===== src/rtl/stm_pkg.sv =====
// ----------------------------------------------------------------------------
// Stripe target mapper package
// Shared types, codes and constants for the stripe target mapper.
// ----------------------------------------------------------------------------
`default_nettype none

package stm_pkg;

  localparam int unsigned MAX_STRIPES_DEF = 16;
  localparam int unsigned TABLE_CAP       = 16;
  localparam int unsigned OFFSET_W        = 48;
  localparam int unsigned LENGTH_W        = 32;
  localparam int unsigned UNIT_W          = 32;
  localparam int unsigned WIDTH_W         = 5;
  localparam int unsigned POS_W           = 4;
  localparam int unsigned ID_W            = 16;
  localparam int unsigned CFG_INDEX_W     = 4;
  localparam int unsigned CFG_DATA_W      = 32;
  localparam int unsigned DIV_CNT_W       = 6;

  localparam logic [CFG_INDEX_W-1:0] REG_STRIPE_BYTES = CFG_INDEX_W'(0);
  localparam logic [CFG_INDEX_W-1:0] REG_STRIPE_WIDTH = CFG_INDEX_W'(1);

  localparam logic [UNIT_W-1:0]  STRIPE_BYTES_RST = UNIT_W'(1048576);
  localparam logic [WIDTH_W-1:0] STRIPE_WIDTH_RST = WIDTH_W'(1);

  localparam logic ACT_LOAD = 1'b0;
  localparam logic ACT_MAP  = 1'b1;

  typedef struct packed {
    logic                action;
    logic [POS_W-1:0]    table_slot;
    logic [ID_W-1:0]     target_id;
    logic [OFFSET_W-1:0] seg_offset;
    logic [LENGTH_W-1:0] seg_length;
  } in_item_t;

  typedef struct packed {
    logic [ID_W-1:0]  hit_target;
    logic [POS_W-1:0] hit_position;
    logic             run_last;
  } out_item_t;

  typedef struct packed {
    logic                start;
    logic [OFFSET_W-1:0] dividend;
    logic [UNIT_W-1:0]   divisor;
    logic [WIDTH_W-1:0]  width;
  } div_request_t;

  typedef struct packed {
    logic              done;
    logic [UNIT_W-1:0] rem;
    logic [POS_W-1:0]  pos;
  } div_result_t;

  typedef enum logic [1:0] {
    S_IDLE,
    S_DIV,
    S_FETCH,
    S_SEND
  } state_t;

endpackage

`default_nettype wire


===== src/rtl/stm_ram.sv =====
// ----------------------------------------------------------------------------
// Generic RAM
// Single write port, single read port, read data registered.
// ----------------------------------------------------------------------------
`default_nettype none

module stm_ram #(
  parameter int unsigned WIDTH = 16,
  parameter int unsigned DEPTH = 16,
  localparam int unsigned AW = (DEPTH > 1) ? $clog2(DEPTH) : 1
) (
  input  wire logic             clk,
  input  wire logic             we,
  input  wire logic [AW-1:0]    waddr,
  input  wire logic [WIDTH-1:0] wdata,
  input  wire logic [AW-1:0]    raddr,
  output logic      [WIDTH-1:0] rdata
);

  logic [WIDTH-1:0] mem [DEPTH];

  always_ff @(posedge clk) begin
    if (we) begin
      mem[waddr] <= wdata;
    end
    rdata <= mem[raddr];
  end

endmodule

`default_nettype wire


===== src/rtl/stm_divider.sv =====
// ----------------------------------------------------------------------------
// Stripe index divider
// Restoring divider, one quotient bit per cycle. Gives the byte remainder
// and the quotient reduced modulo the stripe width, folded in bit by bit.
// ----------------------------------------------------------------------------
`default_nettype none

module stm_divider (
  input  wire logic                  clk,
  input  wire logic                  rst,
  input  wire stm_pkg::div_request_t req,
  output stm_pkg::div_result_t       res
);

  localparam int unsigned DW = stm_pkg::OFFSET_W;
  localparam int unsigned UW = stm_pkg::UNIT_W;
  localparam int unsigned PW = stm_pkg::POS_W;
  localparam int unsigned WW = stm_pkg::WIDTH_W;
  localparam int unsigned CW = stm_pkg::DIV_CNT_W;

  logic          busy;
  logic          done;
  logic [CW-1:0] cnt;
  logic [DW-1:0] dvd;
  logic [UW-1:0] part;
  logic [PW-1:0] modw;
  logic [UW-1:0] dvs;
  logic [WW-1:0] wid;

  logic [UW:0]   trial;
  logic          qbit;
  logic [UW-1:0] part_next;
  logic [WW-1:0] mod2;
  logic [PW-1:0] modw_next;

  always_comb begin
    trial     = {part, dvd[DW-1]};
    qbit      = (trial >= {1'b0, dvs});
    part_next = qbit ? UW'(trial - {1'b0, dvs}) : trial[UW-1:0];
    mod2      = {modw, qbit};
    modw_next = (mod2 >= wid) ? PW'(mod2 - wid) : mod2[PW-1:0];
  end

  always_ff @(posedge clk) begin
    if (rst) begin
      busy <= 1'b0;
      done <= 1'b0;
      cnt  <= '0;
    end else begin
      done <= 1'b0;
      if (req.start) begin
        busy <= 1'b1;
        cnt  <= '0;
      end else if (busy) begin
        cnt <= cnt + CW'(1);
        if (cnt == CW'(DW - 1)) begin
          busy <= 1'b0;
          done <= 1'b1;
        end
      end
    end
  end

  always_ff @(posedge clk) begin
    if (req.start) begin
      dvd  <= req.dividend;
      dvs  <= req.divisor;
      wid  <= req.width;
      part <= '0;
      modw <= '0;
    end else if (busy) begin
      dvd  <= {dvd[DW-2:0], 1'b0};
      part <= part_next;
      modw <= modw_next;
    end
  end

  assign res.done = done;
  assign res.rem  = part;
  assign res.pos  = modw;

  assert property (@(posedge clk) disable iff (rst) done |-> !busy)
    else $error("divider reports done while still busy");
  assert property (@(posedge clk) disable iff (rst) busy |-> (part < dvs))
    else $error("partial remainder reached the divisor");
  assert property (@(posedge clk) disable iff (rst) busy |-> ({1'b0, modw} < wid))
    else $error("folded stripe position reached the width");

endmodule

`default_nettype wire


===== src/rtl/stripe_target_mapper.sv =====
// ----------------------------------------------------------------------------
// Stripe target mapper
// Maps a byte segment of a round-robin striped file onto its targets.
// ----------------------------------------------------------------------------
// An input transfer either loads one entry of the target table (no result)
// or maps a segment. A map transfer with a nonzero length runs a
// bit-serial division of the offset by the stripe size, which also
// yields the starting table position. The block then gives one result per
// stripe unit touched, at most the stripe width (capped at the table size)
// of them, with run_last marking the final one. Each result is read from
// the table memory in S_FETCH and then offered from the registered memory
// output in S_SEND. Only one item is in flight: in_ready is high only
// while the block is idle, and it rises again in the cycle after the last
// result transfer. When the receiver stalls, the current result holds on
// the output until it is taken. Reset returns the control to idle and the
// registers to their defaults; the target table is not cleared and must be
// loaded before use.
// ----------------------------------------------------------------------------
`default_nettype none

module stripe_target_mapper #(
  parameter int unsigned MAX_STRIPES = stm_pkg::MAX_STRIPES_DEF
) (
  input  wire logic                              clk,
  input  wire logic                              rst,
  input  wire logic                              in_valid,
  output logic                                   in_ready,
  input  wire stm_pkg::in_item_t                 in_data,
  output logic                                   out_valid,
  input  wire logic                              out_ready,
  output stm_pkg::out_item_t                     out_data,
  input  wire logic                              cfg_we,
  input  wire logic [stm_pkg::CFG_INDEX_W-1:0]   cfg_index,
  input  wire logic [stm_pkg::CFG_DATA_W-1:0]    cfg_data
);

  localparam int unsigned AW = (MAX_STRIPES > 1) ? $clog2(MAX_STRIPES) : 1;
  localparam int unsigned UW = stm_pkg::UNIT_W;
  localparam int unsigned WW = stm_pkg::WIDTH_W;
  localparam int unsigned PW = stm_pkg::POS_W;
  localparam int unsigned IW = stm_pkg::ID_W;
  localparam int unsigned LW = stm_pkg::LENGTH_W;
  localparam int unsigned WCAP_I = (MAX_STRIPES < stm_pkg::TABLE_CAP) ?
                                   MAX_STRIPES : stm_pkg::TABLE_CAP;
  localparam logic [WW-1:0] WCAP = WW'(WCAP_I);

  stm_pkg::state_t state, state_next;

  logic [UW-1:0] stripe_bytes;
  logic [WW-1:0] stripe_width;
  logic [UW-1:0] unit;
  logic [WW-1:0] width;

  logic [PW-1:0] pos;
  logic [UW:0]   rem;
  logic [WW-1:0] count;
  logic [LW-1:0] length;
  logic          last;

  logic in_xfer;
  logic out_xfer;
  logic map_start;
  logic tbl_we;

  stm_pkg::div_request_t div_req;
  stm_pkg::div_result_t  div_res;
  logic [IW-1:0]         tbl_rdata;

  always_ff @(posedge clk) begin
    if (rst) begin
      stripe_bytes <= stm_pkg::STRIPE_BYTES_RST;
      stripe_width <= stm_pkg::STRIPE_WIDTH_RST;
    end else if (cfg_we) begin
      if (cfg_index == stm_pkg::REG_STRIPE_BYTES) begin
        stripe_bytes <= cfg_data[UW-1:0];
      end else if (cfg_index == stm_pkg::REG_STRIPE_WIDTH) begin
        stripe_width <= cfg_data[WW-1:0];
      end
    end
  end

  always_comb begin
    unit  = (stripe_bytes == '0) ? UW'(1) : stripe_bytes;
    width = (stripe_width == '0) ? WW'(1) : stripe_width;
    if (width > WCAP) begin
      width = WCAP;
    end
  end

  assign in_xfer  = in_valid && in_ready;
  assign out_xfer = out_valid && out_ready;
  assign last     = (rem <= {1'b0, unit}) || ((count + WW'(1)) == width);

  always_comb begin
    state_next = state;
    case (state)
      stm_pkg::S_IDLE: begin
        if (in_xfer && in_data.action == stm_pkg::ACT_MAP &&
            in_data.seg_length != '0) begin
          state_next = stm_pkg::S_DIV;
        end
      end
      stm_pkg::S_DIV: begin
        if (div_res.done) begin
          state_next = stm_pkg::S_FETCH;
        end
      end
      stm_pkg::S_FETCH: begin
        state_next = stm_pkg::S_SEND;
      end
      stm_pkg::S_SEND: begin
        if (out_ready) begin
          state_next = last ? stm_pkg::S_IDLE : stm_pkg::S_FETCH;
        end
      end
      default: begin
        state_next = stm_pkg::S_IDLE;
      end
    endcase
  end

  always_comb begin
    in_ready  = 1'b0;
    out_valid = 1'b0;
    map_start = 1'b0;
    tbl_we    = 1'b0;
    case (state)
      stm_pkg::S_IDLE: begin
        in_ready  = 1'b1;
        map_start = in_valid && in_data.action == stm_pkg::ACT_MAP &&
                    in_data.seg_length != '0;
        tbl_we    = in_valid && in_data.action == stm_pkg::ACT_LOAD &&
                    (32'(in_data.table_slot) < 32'(MAX_STRIPES));
      end
      stm_pkg::S_SEND: begin
        out_valid = 1'b1;
      end
      default: begin
        in_ready = 1'b0;
      end
    endcase
  end

  always_ff @(posedge clk) begin
    if (rst) begin
      state <= stm_pkg::S_IDLE;
    end else begin
      state <= state_next;
    end
  end

  always_ff @(posedge clk) begin
    if (map_start) begin
      length <= in_data.seg_length;
    end
    if (state == stm_pkg::S_DIV && div_res.done) begin
      pos   <= div_res.pos;
      rem   <= {1'b0, div_res.rem} + {1'b0, length};
      count <= '0;
    end else if (out_xfer && !last) begin
      pos   <= (({1'b0, pos} + WW'(1)) == width) ? '0 : pos + PW'(1);
      rem   <= rem - {1'b0, unit};
      count <= count + WW'(1);
    end
  end

  assign div_req.start    = map_start;
  assign div_req.dividend = in_data.seg_offset;
  assign div_req.divisor  = unit;
  assign div_req.width    = width;

  stm_divider u_div (
    .clk (clk),
    .rst (rst),
    .req (div_req),
    .res (div_res)
  );

  stm_ram #(
    .WIDTH (IW),
    .DEPTH (MAX_STRIPES)
  ) u_table (
    .clk   (clk),
    .we    (tbl_we),
    .waddr (AW'(in_data.table_slot)),
    .wdata (in_data.target_id),
    .raddr (AW'(pos)),
    .rdata (tbl_rdata)
  );

  assign out_data.hit_target   = tbl_rdata;
  assign out_data.hit_position = pos;
  assign out_data.run_last     = last;

  assert property (@(posedge clk) disable iff (rst)
                   out_valid |-> ({1'b0, out_data.hit_position} < width))
    else $error("result position outside the stripe width");
  assert property (@(posedge clk) disable iff (rst)
                   (out_xfer && out_data.run_last) |=> (!out_valid && in_ready))
    else $error("block not idle after the last result of a run");
  assert property (@(posedge clk) disable iff (rst)
                   map_start |=> (state == stm_pkg::S_DIV))
    else $error("map transfer did not start the division");
  assert property (@(posedge clk) disable iff (rst)
                   div_res.done |-> (state == stm_pkg::S_DIV))
    else $error("division finished outside the division phase");
  assert property (@(posedge clk) disable iff (rst)
                   out_valid |-> (count < width))
    else $error("more results than the stripe width");

endmodule

`default_nettype wire


===== config.mk =====
export PLATFORM = sky130hd
export DESIGN_NAME = stripe_target_mapper
export DESIGN_NICKNAME = d
export VERILOG_FILES = /design/src/rtl/stm_pkg.sv /design/src/rtl/stm_ram.sv /design/src/rtl/stm_divider.sv /design/src/rtl/stripe_target_mapper.sv
export SDC_FILE = /design/constraint.sdc
export NUM_CORES = 1
export LEC_CHECK = 0
export BUFFER_PORTS_ARGS = -buffer_cell sky130_fd_sc_hd__buf_2
export CAP_MARGIN = 15
export CORE_MARGIN = 1
export CORE_UTILIZATION = 50
export CTS_CLUSTER_DIAMETER = 40
export CTS_CLUSTER_SIZE = 25
export DETAILED_ROUTE_END_ITERATION = 12
export PLACE_DENSITY = 0.68
export REMOVE_ABC_BUFFERS = 1
export SLEW_MARGIN = 10
export SYNTH_ARGS = -nofsm -noshare
export SYNTH_HDL_FRONTEND = slang
export SYNTH_SLANG_ARGS = --single-unit

===== constraint.sdc =====
create_clock -name clk -period 8.8 [get_ports clk]
set_clock_uncertainty 0.2 [all_clocks]
set_input_delay 2.2 -clock clk [delete_from_list [all_inputs] [get_ports clk]]
set_output_delay 2.2 -clock clk [all_outputs]
set_load 0.005 [all_outputs]

==> summary.md <==
| Metric | Value |
|---|---|
| Worst slew pin tran | 1.16 ns |
| Ports | 165 |
| Combinational power share | 0.223 |
| Largest net degree at the start of global routing | 79 |
| Netlist Area Pre-Place | 25,100 µm² |
| Placed cell areas | 26,600 µm² |
| Multi-input gate area | 9940 µm² |
| Share of cells above drive strength 1 | 0.177 |
| CP startpoint | stripe_bytes[24] |
| Area of the core | 49,300 µm² |
| Std cell rows | 81 |
| Detailed-placement wirelength estimate | 43,700 µm |
| Worst endpoint data arrival time | 4.30 ns |
| Die area | 51,100 µm² |
| Power share of the clock group | 0.412 |
| Mapped Cells | 2,162 |
| Leakage | 0.0114 µW |
| DRT Pass-1 Iters | 6 |
| Reg-to-reg slack, setup | 3.98 ns |
| Initial DRC count | 1,590 |
| Hold Buf Count CTS | 0 |
| Library cells used by synthesis | 84 |
| Routability congestion estimate | 0.950 |
| Area Growth Syn to Fin | 17.1% |
| Antenna violations before repair | 6 |
| Post-cts sizing count | 0 |
| Max Freq | 149 MHz |
| Max-slew headroom | 0.225 |
| HP Start | stripe_bytes[20] |
| Worst EP required | 6.40 ns |
| Min-delay worst type | flip-flop to flip-flop |
| WS Path Type | flip-flop to primary output |
| Routed wire length | 63,600 µm |
| Fillers | 3,932 |
| Sequential share of power | 0.366 |
| Most used DFF post-synth | edfxtp_1 |
| Setup repair bufs after CTS | 0 |
| Final ANT Viol Nets | 0 |
| Sw frac | 0.313 |
| All-Layer GR Usage | 0.253 |
| Setup crit end kind | primary output |
| Worst-skew pair later-pin latency | 0.63 ns |
| Nets | 2,572 |
| CP max FO | 4 |
| Seq/Total Area, Yosys | 0.573 |
| Min cycle time layout | 6.70 ns |
| WL/cell | 20.8 µm |
| Clock sinks | 514 |
| Endpoints failing setup | 0 |
| Yosys warns | 0 |
| Leading area contributor after synthesis | edfxtp_1 |
| Syn avg cell area | 11.6 µm² |
| Clk root buf | clkbuf_16 |
| Status | completed |
| Routed via count | 17,711 |
| CTS tree | built |
| Global-route wire length before repair | 97,800 µm |
| TritonCTS Buffers | 81 |
| FF+latch area | 14,400 µm² |
| Max Slew Vio Count | 0 |
| R2r endpoint | rem[32] |
| Reg2reg start | length[0] |
| Startpoint types | flip-flop |
| Die height | 226 µm |
| # port buffers | 164 |
| Fin crit share | 0.761 |
| DR vias/cell | 5.79 |
| Design Area, Final | 29,400 µm² |
| Final hold vios | 0 |
| RSZ-0062 raised after global routing | no |
| Net Switching | 2440 µW |
| Initial Utilization | 0.510 |
| Ys async rst share | 0 |
| Max VDD drop | 0.000232 V |
| Largest cells by area after synthesis | edfxtp_1 49%, dfxtp_1 8.3%, ha_1 5.2%, nand2_1 4.8%, mux2i_1 3.7% |
| Vias in the first global route | 17,365 |
| Die width | 226 µm |
| Flip-flop and latch count after synthesis | 514 |
| Max cap viols | 0 |
| Post-synth EDFFs | 410 |
| Worst-path clk slew | 0.06 ns |
| H-tree depth | 3 |
| Cell Pwr Density | 265 nW/µm² |
| Yosys top cell area share | 0.490 |
| Clock Path Buffers | 3 |
| R2r worst-path depth | 12 |
| Total power | 7810 µW |
| DRC errors left | 0 |
| Utilization after layout | 0.597 |
| CP endpoint | out_data[0] |
| Int Pwr | 5370 µW |
| Residual overflow from global routing | 0 |
==> kinds of logic after synthesis <==
family | synth area share
compound gates | 0.123
xor+xnor | 0.0338
fa+ha+maj | 0.0550
buf+inv | 0.0334
flops | 0.573
mux | 0.0720
simple gates | 0.109
==> routing by layer <==
layer,share of wire,track usage,vias to the layer above
met5,0.00047,0,-
met4,0.027,0.0826,4
met3,0.067,0.0484,141
met2,0.49,0.424,584
met1,0.42,0.328,8643
li1,-,-,8339
==> area by class of cell <==
cell class	instances	area share
sequential	514	0.489
multi-input combinational	1435	0.338
clock buffer	88	0.0712
timing repair buffer	198	0.0366
tap	664	0.0282
clock inverter	64	0.0242
inverter	92	0.0118
antenna	4	0.000340
==> registers in the layout, summed over array words and instances, names as in the netlist, 5 cells and up <==
signal / cells
u_table.rdata: 16
length: 32
u_div.cnt: 6
stripe_bytes: 32
count: 5
u_table.mem: 256
u_div.dvd: 48
u_div.wid: 5
u_div.dvs: 32
u_div.part: 32
stripe_width: 5
rem: 33
==> worst max-delay path: stages, from the launching register on <==
cell and delay, ns:
dfxtp_1 0.33, nor4_1 0.43, nand4_1 0.26, o21bai_1 0.28
ha_1 0.24, nor2b_1 0.08, o31a_1 0.27, o31ai_1 0.34
a31oi_2 0.19, a311o_1 0.38, a31oi_1 0.49, nor2_1 0.11
inv_1 0.14, buf_2 0.15
==> cell usage after synthesis, drive strengths merged, types with 4 or more instances <==
| master | count |
|---|---|
| nor2b | 9 |
| a22oi | 18 |
| a21oi | 161 |
| nand4 | 15 |
| ha | 104 |
| o22ai | 4 |
| o31ai | 11 |
| a311oi | 5 |
| a31oi | 10 |
| and4 | 5 |
| nor3 | 27 |
| nor2 | 85 |
| nor4 | 20 |
| nor3b | 4 |
| o21a | 12 |
| a211o | 5 |
| edfxtp | 410 |
| or2 | 7 |
| o21bai | 9 |
| o21ai | 126 |
| and2 | 14 |
| inv | 92 |
| a21boi | 6 |
| nand3b | 10 |
| xor2 | 39 |
| nand2 | 320 |
| fa | 4 |
| mux2 | 13 |
| and3 | 24 |
| a221oi | 17 |
| dfxtp | 104 |
| nand3 | 32 |
| clkbuf | 102 |
| mux4 | 32 |
| mux2i | 94 |
| a21o | 46 |
| a211oi | 19 |
| xnor2 | 58 |
| a41oi | 4 |
| nand2b | 21 |
| buf | 19 |
==> worst min path at each step <==
stage / depth (start not counted) / slack [ns] / endpoint
after floorplan: 0 / 0.23 / u_div.dvs[20]
after global placement: 0 / 0.24 / u_div.dvs[20]
after detailed placement: 0 / 0.24 / u_div.dvs[20]
after CTS: 0 / 0.26 / u_div.dvs[20]
after global routing: 0 / 0.28 / u_div.dvs[20]
final: 0 / 0.26 / u_div.dvs[20]
==> stage by stage <==
stage | setup TNS, ns | instances | hold slack [ns] | worst slack [ns]
floorplan | -21.11 | 2041 | 0.231 | -0.432
CTS | 0 | 3055 | 0.258 | 2.05
finish | 0 | 3059 | 0.265 | 2.10
global placement | 0 | 2903 | 0.240 | 2.79
detailed placement | 0 | 2903 | 0.243 | 2.72
global route | 0 | 3057 | 0.279 | 1.93
==> placed cells by master (no fill, tap or decap), types with 13 or more instances in the layout <==
cell type,count
a211oi_1,18
a21o_1,46
a21oi_1,159
a221oi_1,17
a22oi_1,18
and2_1,14
and3_1,24
buf_2,164
buf_4,34
clkbuf_16,82
dfxtp_1,103
edfxtp_1,410
ha_1,104
inv_1,89
mux2_2,13
mux2i_1,94
mux4_2,32
nand2_1,320
nand2b_1,21
nand3_1,32
nand4_1,15
nor2_1,82
nor3_1,23
nor4_1,19
o21ai_0,116
xnor2_1,58
xor2_1,39
==> power groups by stage <==
stage	combinational, µW	sequential (µW)	clock, µW
finish	1740	2850	3220
global route	1880	2860	3370
CTS	1700	2850	3260
detailed placement	1680	2900	0
global placement	1650	2890	0
floorplan	1220	2860	0
Note: power is estimated with default switching activity, not from simulation.
